<file path="config.mk">
export PLATFORM = sky130hd
export DESIGN_NAME = hsv_value_invert_pixel_flat
export DESIGN_NICKNAME = d
export VERILOG_FILES = /design/src/rtl/hvi_pkg.sv /design/src/rtl/hvi_stream_if.sv /design/src/rtl/hvi_front.sv /design/src/rtl/hvi_div_cell.sv /design/src/rtl/hsv_value_invert_pixel.sv /design/src/flat_wrapper.sv
export VERILOG_INCLUDE_DIRS = /design/src /design/src/rtl
export SDC_FILE = /design/constraint.sdc
export NUM_CORES = 1
export LEC_CHECK = 0
export BUFFER_PORTS_ARGS = -buffer_cell sky130_fd_sc_hd__clkbuf_2
export CORE_MARGIN = 2
export CORE_UTILIZATION = 55
export CTS_CLUSTER_DIAMETER = 120
export DETAILED_ROUTE_END_ITERATION = 12
export PLACE_DENSITY = 0.71
export SLEW_MARGIN = 10
export SYNTH_ARGS = -nofsm -noshare
export SYNTH_HDL_FRONTEND = slang
export SYNTH_SLANG_ARGS = --single-unit
</file>
<file path="constraint.sdc">
create_clock -name clock -period 56.3 [get_ports clock]
set_input_delay 5.63 -clock clock [delete_from_list [all_inputs] [get_ports clock]]
set_output_delay 5.63 -clock clock [all_outputs]
set_load 0.05 [all_outputs]
</file>
<file path="src/rtl/hsv_value_invert_pixel_assert.svh">
// Assertion macros shared by the value-invert RTL.
// No dependencies; included by modules that carry concurrent checks.
`ifndef HSV_VALUE_INVERT_PIXEL_ASSERT_SVH
`define HSV_VALUE_INVERT_PIXEL_ASSERT_SVH

// same-cycle implication
`define HVI_ASSERT_NOW(name, clk, rst, ante, cons) \
   name: assert property (@(posedge clk) disable iff (rst) (ante) |-> (cons)) \
      else $error("hvi check failed");

// next-cycle implication
`define HVI_ASSERT_NEXT(name, clk, rst, ante, cons) \
   name: assert property (@(posedge clk) disable iff (rst) (ante) |=> (cons)) \
      else $error("hvi check failed");

`endif

</file>
<file path="src/rtl/hvi_pkg.sv">
// Types and constants for the HSV value-invert pipeline.
// No dependencies; used by the cells and the top level.
package hvi_pkg;

   localparam logic [7:0] ChanMax = 8'd255;
   localparam int DivCells = 8;

   typedef enum logic [1:0] {
      CH_RED,
      CH_GREEN,
      CH_BLUE
   } hvi_chan_type;

   // one word in flight between cells
   typedef struct packed {
      logic         gray;
      hvi_chan_type max_sel;
      logic [7:0]   nmax;
      logic [7:0]   alpha;
      logic         last;
      logic [15:0]  dsh;
      logic [15:0]  rem0;
      logic [15:0]  rem1;
      logic [7:0]   q0;
      logic [7:0]   q1;
   } hvi_stage_type;

endpackage

</file>
<file path="src/rtl/hvi_stream_if.sv">
// Valid/ready channels for pixel request and response words.
// No dependencies beyond the language.
interface hvi_req_if;
   logic       valid;
   logic       ready;
   logic [7:0] red_in;
   logic [7:0] green_in;
   logic [7:0] blue_in;
   logic [7:0] alpha_in;
   logic       last_pixel;

   modport source (output valid, red_in, green_in, blue_in, alpha_in, last_pixel,
                   input ready);
   modport sink (input valid, red_in, green_in, blue_in, alpha_in, last_pixel,
                 output ready);
endinterface

interface hvi_rsp_if;
   logic       valid;
   logic       ready;
   logic [7:0] red_out;
   logic [7:0] green_out;
   logic [7:0] blue_out;
   logic [7:0] alpha_out;
   logic       last_out;

   modport source (output valid, red_out, green_out, blue_out, alpha_out, last_out,
                   input ready);
   modport sink (input valid, red_out, green_out, blue_out, alpha_out, last_out,
                 output ready);
endinterface

</file>
<file path="src/rtl/hvi_front.sv">
// Front cell: finds value and max channel, forms the scaled numerators.
// Depends on hvi_pkg.
module hvi_front (
   input  logic                  clock,
   input  logic                  reset,
   input  logic                  advance,
   input  logic                  in_valid,
   input  logic [7:0]            red,
   input  logic [7:0]            green,
   input  logic [7:0]            blue,
   input  logic [7:0]            alpha,
   input  logic                  last,
   input  logic                  alpha_present,
   output logic                  valid_out,
   output hvi_pkg::hvi_stage_type stage_out
);
   import hvi_pkg::*;

   logic          valid_ff;
   hvi_stage_type stage_ff;
   hvi_stage_type stage_in;
   hvi_chan_type  max_sel;
   logic [7:0]    vmax;
   logic [7:0]    nmax;
   logic [7:0]    c0;
   logic [7:0]    c1;

   always_comb begin
      if (red >= green && red >= blue) begin
         max_sel = CH_RED;
         vmax    = red;
         c0      = green;
         c1      = blue;
      end else if (green >= blue) begin
         max_sel = CH_GREEN;
         vmax    = green;
         c0      = red;
         c1      = blue;
      end else begin
         max_sel = CH_BLUE;
         vmax    = blue;
         c0      = red;
         c1      = green;
      end
      nmax = ChanMax - vmax;

      stage_in.gray    = (red == green) && (green == blue);
      stage_in.max_sel = max_sel;
      stage_in.nmax    = nmax;
      stage_in.alpha   = alpha_present ? alpha : 8'd0;
      stage_in.last    = last;
      stage_in.dsh     = {1'b0, vmax, 7'd0};
      // n*c + v/2 stays below 2^16
      stage_in.rem0    = 16'(nmax) * 16'(c0) + 16'(vmax >> 1);
      stage_in.rem1    = 16'(nmax) * 16'(c1) + 16'(vmax >> 1);
      stage_in.q0      = 8'd0;
      stage_in.q1      = 8'd0;
   end

   always_ff @(posedge clock) begin
      if (reset) begin
         valid_ff <= 1'b0;
      end else if (advance) begin
         valid_ff <= in_valid;
      end
   end

   always_ff @(posedge clock) begin
      if (advance) begin
         stage_ff <= stage_in;
      end
   end

   assign valid_out = valid_ff;
   assign stage_out = stage_ff;

endmodule

</file>
<file path="src/rtl/hvi_div_cell.sv">
// Divider cell: retires one quotient bit for both scaled channels.
// Depends on hvi_pkg and hsv_value_invert_pixel_assert.svh.
`include "hsv_value_invert_pixel_assert.svh"

module hvi_div_cell (
   input  logic                  clock,
   input  logic                  reset,
   input  logic                  advance,
   input  logic                  valid_in,
   input  hvi_pkg::hvi_stage_type stage_in,
   output logic                  valid_out,
   output hvi_pkg::hvi_stage_type stage_out
);
   import hvi_pkg::*;

   logic          valid_ff;
   hvi_stage_type stage_ff;
   hvi_stage_type next_in;
   logic          ge0;
   logic          ge1;
   logic          rem0_ok;
   logic          rem1_ok;

   always_comb begin
      ge0          = stage_in.rem0 >= stage_in.dsh;
      ge1          = stage_in.rem1 >= stage_in.dsh;
      next_in      = stage_in;
      next_in.rem0 = ge0 ? stage_in.rem0 - stage_in.dsh : stage_in.rem0;
      next_in.rem1 = ge1 ? stage_in.rem1 - stage_in.dsh : stage_in.rem1;
      next_in.q0   = {stage_in.q0[6:0], ge0};
      next_in.q1   = {stage_in.q1[6:0], ge1};
      next_in.dsh  = stage_in.dsh >> 1;
   end

   always_ff @(posedge clock) begin
      if (reset) begin
         valid_ff <= 1'b0;
      end else if (advance) begin
         valid_ff <= valid_in;
      end
   end

   always_ff @(posedge clock) begin
      if (advance) begin
         stage_ff <= next_in;
      end
   end

   assign valid_out = valid_ff;
   assign stage_out = stage_ff;

   // partial remainder must stay below twice the shifted divisor
   assign rem0_ok = {1'b0, stage_in.rem0} < {stage_in.dsh, 1'b0};
   assign rem1_ok = {1'b0, stage_in.rem1} < {stage_in.dsh, 1'b0};

   `HVI_ASSERT_NOW(a_rem0_bound, clock, reset, valid_in && !stage_in.gray, rem0_ok)
   `HVI_ASSERT_NOW(a_rem1_bound, clock, reset, valid_in && !stage_in.gray, rem1_ok)

endmodule

</file>
<file path="src/rtl/hsv_value_invert_pixel.sv">
// An accepted req word passes the front cell, eight divider cells and the
// response register. Throughput: one word per cycle unless a held rsp
// word waits on ready; each divider cell retires one quotient bit, all
// eight work in parallel. Reset clears all valid flags and alpha_present.
// Depends on hvi_pkg, hvi_stream_if, hvi_front, hvi_div_cell.
`include "hsv_value_invert_pixel_assert.svh"

module hsv_value_invert_pixel (
   input  logic      clock,
   input  logic      reset,
   input  logic      csr_wr_en,
   input  logic      csr_wr_data,
   hvi_req_if.sink   req_chan,
   hvi_rsp_if.source rsp_chan
);
   import hvi_pkg::*;

   logic            alpha_present_ff;
   logic            advance;
   logic [DivCells:0] valid_sig;
   hvi_stage_type   stage_sig [0:DivCells];
   hvi_stage_type   fin;
   logic            rsp_valid_ff;
   logic [7:0]      rsp_red_ff;
   logic [7:0]      rsp_green_ff;
   logic [7:0]      rsp_blue_ff;
   logic [7:0]      rsp_alpha_ff;
   logic            rsp_last_ff;
   logic [7:0]      rsp_red_in;
   logic [7:0]      rsp_green_in;
   logic [7:0]      rsp_blue_in;
   logic            q0_ok;
   logic            q1_ok;

   always_ff @(posedge clock) begin
      if (reset) begin
         alpha_present_ff <= 1'b0;
      end else if (csr_wr_en) begin
         alpha_present_ff <= csr_wr_data;
      end
   end

   assign advance        = !rsp_valid_ff || rsp_chan.ready;
   assign req_chan.ready = advance;

   hvi_front u_front (
      .clock         (clock),
      .reset         (reset),
      .advance       (advance),
      .in_valid      (req_chan.valid),
      .red           (req_chan.red_in),
      .green         (req_chan.green_in),
      .blue          (req_chan.blue_in),
      .alpha         (req_chan.alpha_in),
      .last          (req_chan.last_pixel),
      .alpha_present (alpha_present_ff),
      .valid_out     (valid_sig[0]),
      .stage_out     (stage_sig[0])
   );

   for (genvar i = 0; i < DivCells; i++) begin : g_cell
      hvi_div_cell u_cell (
         .clock     (clock),
         .reset     (reset),
         .advance   (advance),
         .valid_in  (valid_sig[i]),
         .stage_in  (stage_sig[i]),
         .valid_out (valid_sig[i+1]),
         .stage_out (stage_sig[i+1])
      );
   end

   assign fin = stage_sig[DivCells];

   always_comb begin
      rsp_red_in   = fin.nmax;
      rsp_green_in = fin.nmax;
      rsp_blue_in  = fin.nmax;
      if (!fin.gray) begin
         unique case (fin.max_sel)
            CH_RED: begin
               rsp_green_in = fin.q0;
               rsp_blue_in  = fin.q1;
            end
            CH_GREEN: begin
               rsp_red_in   = fin.q0;
               rsp_blue_in  = fin.q1;
            end
            CH_BLUE: begin
               rsp_red_in   = fin.q0;
               rsp_green_in = fin.q1;
            end
            default: begin
               rsp_red_in   = fin.nmax;
            end
         endcase
      end
   end

   always_ff @(posedge clock) begin
      if (reset) begin
         rsp_valid_ff <= 1'b0;
      end else if (advance) begin
         rsp_valid_ff <= valid_sig[DivCells];
      end
   end

   always_ff @(posedge clock) begin
      if (advance) begin
         rsp_red_ff   <= rsp_red_in;
         rsp_green_ff <= rsp_green_in;
         rsp_blue_ff  <= rsp_blue_in;
         rsp_alpha_ff <= fin.alpha;
         rsp_last_ff  <= fin.last;
      end
   end

   assign rsp_chan.valid     = rsp_valid_ff;
   assign rsp_chan.red_out   = rsp_red_ff;
   assign rsp_chan.green_out = rsp_green_ff;
   assign rsp_chan.blue_out  = rsp_blue_ff;
   assign rsp_chan.alpha_out = rsp_alpha_ff;
   assign rsp_chan.last_out  = rsp_last_ff;

   // scaled channels never exceed the new max
   assign q0_ok = fin.q0 <= fin.nmax;
   assign q1_ok = fin.q1 <= fin.nmax;

   `HVI_ASSERT_NOW(a_q0_range, clock, reset, valid_sig[DivCells] && !fin.gray, q0_ok)
   `HVI_ASSERT_NOW(a_q1_range, clock, reset, valid_sig[DivCells] && !fin.gray, q1_ok)
   `HVI_ASSERT_NEXT(a_rsp_load, clock, reset, valid_sig[DivCells] && advance, rsp_valid_ff)

endmodule
</file>
<file path="src/flat_wrapper.sv">
// flat-port wrapper written by rule: the top's interface ports become plain ports
module hsv_value_invert_pixel_flat import hvi_pkg::*;
  (clock, reset, csr_wr_en, csr_wr_data, req_chan_valid, req_chan_red_in, req_chan_green_in, req_chan_blue_in, req_chan_alpha_in, req_chan_last_pixel, req_chan_ready, rsp_chan_valid, rsp_chan_red_out, rsp_chan_green_out, rsp_chan_blue_out, rsp_chan_alpha_out, rsp_chan_last_out, rsp_chan_ready);
  hvi_req_if req_chan_i ();
  hvi_rsp_if rsp_chan_i ();
  input  logic clock;
  input  logic reset;
  input  logic csr_wr_en;
  input  logic csr_wr_data;
  input wire logic [$bits(req_chan_i.valid)-1:0] req_chan_valid;
  input wire logic [$bits(req_chan_i.red_in)-1:0] req_chan_red_in;
  input wire logic [$bits(req_chan_i.green_in)-1:0] req_chan_green_in;
  input wire logic [$bits(req_chan_i.blue_in)-1:0] req_chan_blue_in;
  input wire logic [$bits(req_chan_i.alpha_in)-1:0] req_chan_alpha_in;
  input wire logic [$bits(req_chan_i.last_pixel)-1:0] req_chan_last_pixel;
  output wire logic [$bits(req_chan_i.ready)-1:0] req_chan_ready;
  output wire logic [$bits(rsp_chan_i.valid)-1:0] rsp_chan_valid;
  output wire logic [$bits(rsp_chan_i.red_out)-1:0] rsp_chan_red_out;
  output wire logic [$bits(rsp_chan_i.green_out)-1:0] rsp_chan_green_out;
  output wire logic [$bits(rsp_chan_i.blue_out)-1:0] rsp_chan_blue_out;
  output wire logic [$bits(rsp_chan_i.alpha_out)-1:0] rsp_chan_alpha_out;
  output wire logic [$bits(rsp_chan_i.last_out)-1:0] rsp_chan_last_out;
  input wire logic [$bits(rsp_chan_i.ready)-1:0] rsp_chan_ready;
  assign req_chan_i.valid = req_chan_valid;
  assign req_chan_i.red_in = req_chan_red_in;
  assign req_chan_i.green_in = req_chan_green_in;
  assign req_chan_i.blue_in = req_chan_blue_in;
  assign req_chan_i.alpha_in = req_chan_alpha_in;
  assign req_chan_i.last_pixel = req_chan_last_pixel;
  assign req_chan_ready = req_chan_i.ready;
  assign rsp_chan_valid = rsp_chan_i.valid;
  assign rsp_chan_red_out = rsp_chan_i.red_out;
  assign rsp_chan_green_out = rsp_chan_i.green_out;
  assign rsp_chan_blue_out = rsp_chan_i.blue_out;
  assign rsp_chan_alpha_out = rsp_chan_i.alpha_out;
  assign rsp_chan_last_out = rsp_chan_i.last_out;
  assign rsp_chan_i.ready = rsp_chan_ready;
  hsv_value_invert_pixel u_core (.clock(clock), .reset(reset), .csr_wr_en(csr_wr_en), .csr_wr_data(csr_wr_data), .req_chan(req_chan_i), .rsp_chan(rsp_chan_i));
endmodule
</file>
==> key figures <==
Route
  – Final wirelength: 73000 um
  – ANT nets after route: 0
  – DRC errors left: 0
  – Iter 0 DRT Violations: 1673
  – Pre-antenna DRT Iters: 5
  – Via count: 21800
  – Via-per-instance ratio: 5.96
  – Routed length per instance: 20.0 um

Logic synthesis
  – Post-Synth Simple-Gate Area: 0.110
  – Sequential cell area fraction in the yosys report: 0.543
  – FF+latch count, synth: 616
  – XOR/XNOR Fraction of Synth Area: 0.0300
  – Post-synth top area share: 0.536
  – Compound-Gate Fraction of Synth Area: 0.116
  – Synth top area cells: edfxtp_1 (54%), ha_1 (8.5%), fa_1 (5.9%)
  – Syn. warnings: 0
  – Post-synth EDFFs: 605
  – Synth Area per Inst: 12.2 um^2
  – Mux cell area share after synthesis: 0.0197
  – Post-synth design cell area: 33900 um^2
  – Syn nets: 3137
  – Post-Synth Adder-Cell Area: 0.144
  – Main combinational cell family by area after synthesis: adder cells
  – Yosys top cell by area: edfxtp_1
  – Yosys cell types: 84
  – Asr flop ratio synth: 0
  – Synthesized instance count: 2769
  – Ys flop type: edfxtp_1

Cells and area
  – Layout cells sized above 1: 0.0904
  – Area added between synthesis and finish: 9.21%
  – Most frequent cells in the layout: edfxtp_1 (605), inv_1 (243), ha_1 (229), nor2_1 (183), nand2_1 (145)
  – ANT cells: 0
  – Most common cell after layout, fill and taps aside: edfxtp_1
  – Layout Nets: 3196
  – Final std cells w/o fill: 3657

STA
  – Final period util: 0.229
  – Hold WS: 411 ps
  – Max Slew Vio Count: 0
  – Hold Vio Cnt, Final: 0
  – RSZ-0062 raised after global routing: false
  – Fin crit period: 12910 ps
  – Max frequency: 77.5 MHz
  – Post-route setup TNS: 0 ps
  – Relative slew slack: 0.218
  – Clock skew: 31.7 ps
  – Worst setup margin: 43390 ps
  – Setup violators final: 0
  – Least-Margin Pin Slew: 1160 ps

Worst setup path
  – RR Startpoint: u_core.g_cell[3].u_cell.stage_out[52]$_DFFE_PP_
  – Worst-path maximum fanout: 79
  – Critical path class: in -> out
  – Crit. End Element: output pin
  – WP data arrival: 7280 ps
  – Crit path launch: rsp_chan_ready
  – Crit path launch type: input pin
  – WP data required: 50670 ps

Clock tree
  – H-tree depth: 2
  – Clk Latency, worst-skew pair: 630 ps
  – CTS Hold Bufs: 0
  – Post-CTS setup buffers: 0
  – Cts bufs inserted: 61
  – Cts repair resizes: 0
  – Clock slew at reported path FFs: 60 ps
  – # clock sinks: 616
  – CTS tree: done
  – Max Buffers Root-to-Sink: 3
  – Root Buffer: clkbuf_16

Worst hold path
  – Hold Path Origin: u_core.g_cell[3].u_cell.stage_out[83]$_DFFE_PP_
  – Worst hold path type: reg -> reg

Flow run
  – MaxCap Viol Count: 0

Run status
  – Status: finished, final reports clean

Global routing
  – Global-route wire length before repair: 116000 um
  – Vias in the first global route: 22300
  – Total gr overflow: 0
  – Largest net degree at the start of global routing: 88
  – Global Route Usage Sum: 0.231
  – Initial antenna violation count: 0

Floorplanning
  – I/O Pins: 74
  – Die span in x: 252 um
  – Die height: 252 um
  – Rows: 90
  – Initial Util: 0.559
  – Die ar.: 63600 um^2
  – CORE AREA: 60600 um^2

Power and ir drop
  – Cell area power density: 59.9 nW/um^2
  – Pleak: 15.0 nW
  – Design Power: 2.22 mW
  – Peak VDD IR: 0.0000268 V

Place
  – Post-Place Worst Slack: 43380 ps
  – DPL Wire Length: 54100 um
  – Cells after DPL: 3547
  – Placer congestion estimate: 0.929
  – # port buffers: 73
## power by group
group          switching [mW]  internal [mW]
logic                   0.570          0.431
registers              0.0856          0.732
clock network           0.166          0.231
## layer usage
metal  part of all wire  track usage
met1               0.38        0.263
met2               0.52        0.424
met3              0.045       0.0302
met4              0.052        0.122
met5                  0            0
## state kept, by name, indices dropped and copies added (netlist names)
name and flops:
u_core.rsp_chan.blue_out 8, u_core.u_front.valid_out 1, u_core.rsp_chan.red_out 8, u_core.rsp_chan.valid 1, u_core.alpha_present_ff 1, u_core.rsp_chan.alpha_out 8, u_core.g_cell.u_cell.valid_out 8, u_core.g_cell.u_cell.stage_out 512
u_core.rsp_chan.last_out 1, u_core.u_front.stage_out 60, u_core.rsp_chan.green_out 8
## kinds of logic after synthesis
logic type / Yosys count
AOI/OAI and AO/OA: 575
xor gates and xnor gates: 116
adders and majority gates: 329
buffers and inverters: 339
DFF: 616
muxes: 61
and+or+nand+nor: 733
## synthesized netlist by cell type (26+ instances only)
master	n
nand2_1	145
nor3_1	58
nor2_1	183
a21oi_1	126
a2bb2oi_1	26
inv_1	243
o21ai_0	122
o311ai_0	32
nor2b_1	31
edfxtp_1	605
fa_1	100
o2bb2ai_1	36
xnor2_1	55
clkbuf_1	80
mux2_2	40
nand2b_1	34
or3_1	51
xor2_1	61
o21a_1	41
nand3_1	83
ha_1	229
## final timing paths
check	cells after the start	slack, ps	endpoint
max	4	43390	req_chan_ready
min	0	410	u_core.g_cell[4].u_cell.stage_out[83]$_DFFE_PP_
max reg2reg	8	52940	u_core.g_cell[4].u_cell.stage_out[46]$_DFFE_PP_
min reg2reg	0	410	u_core.g_cell[4].u_cell.stage_out[83]$_DFFE_PP_
## critical path: stages
cell and delay, ps:
clkbuf_2 80, nor2b_1 740, inv_8 400, clkbuf_2 360
## stage by stage
stage	instance area, um^2	utilization
after floorplan	33900	-
after global placement	35000	0.578
after detailed placement	35000	0.578
after CTS	37000	0.611
after global routing	37000	0.611
final	37000	0.611
## final cells by class
type                       instances  area, um^2
tap                              782         978
inverter                         246         933
clock buffer                      70        1560
sequential                       616       18400
clock inverter                    40         424
timing repair buffer              89         485
multi-input combinational       1814       14200
fill                            4751       23600
No activity file was read; power rests on OpenSTA's default activity.
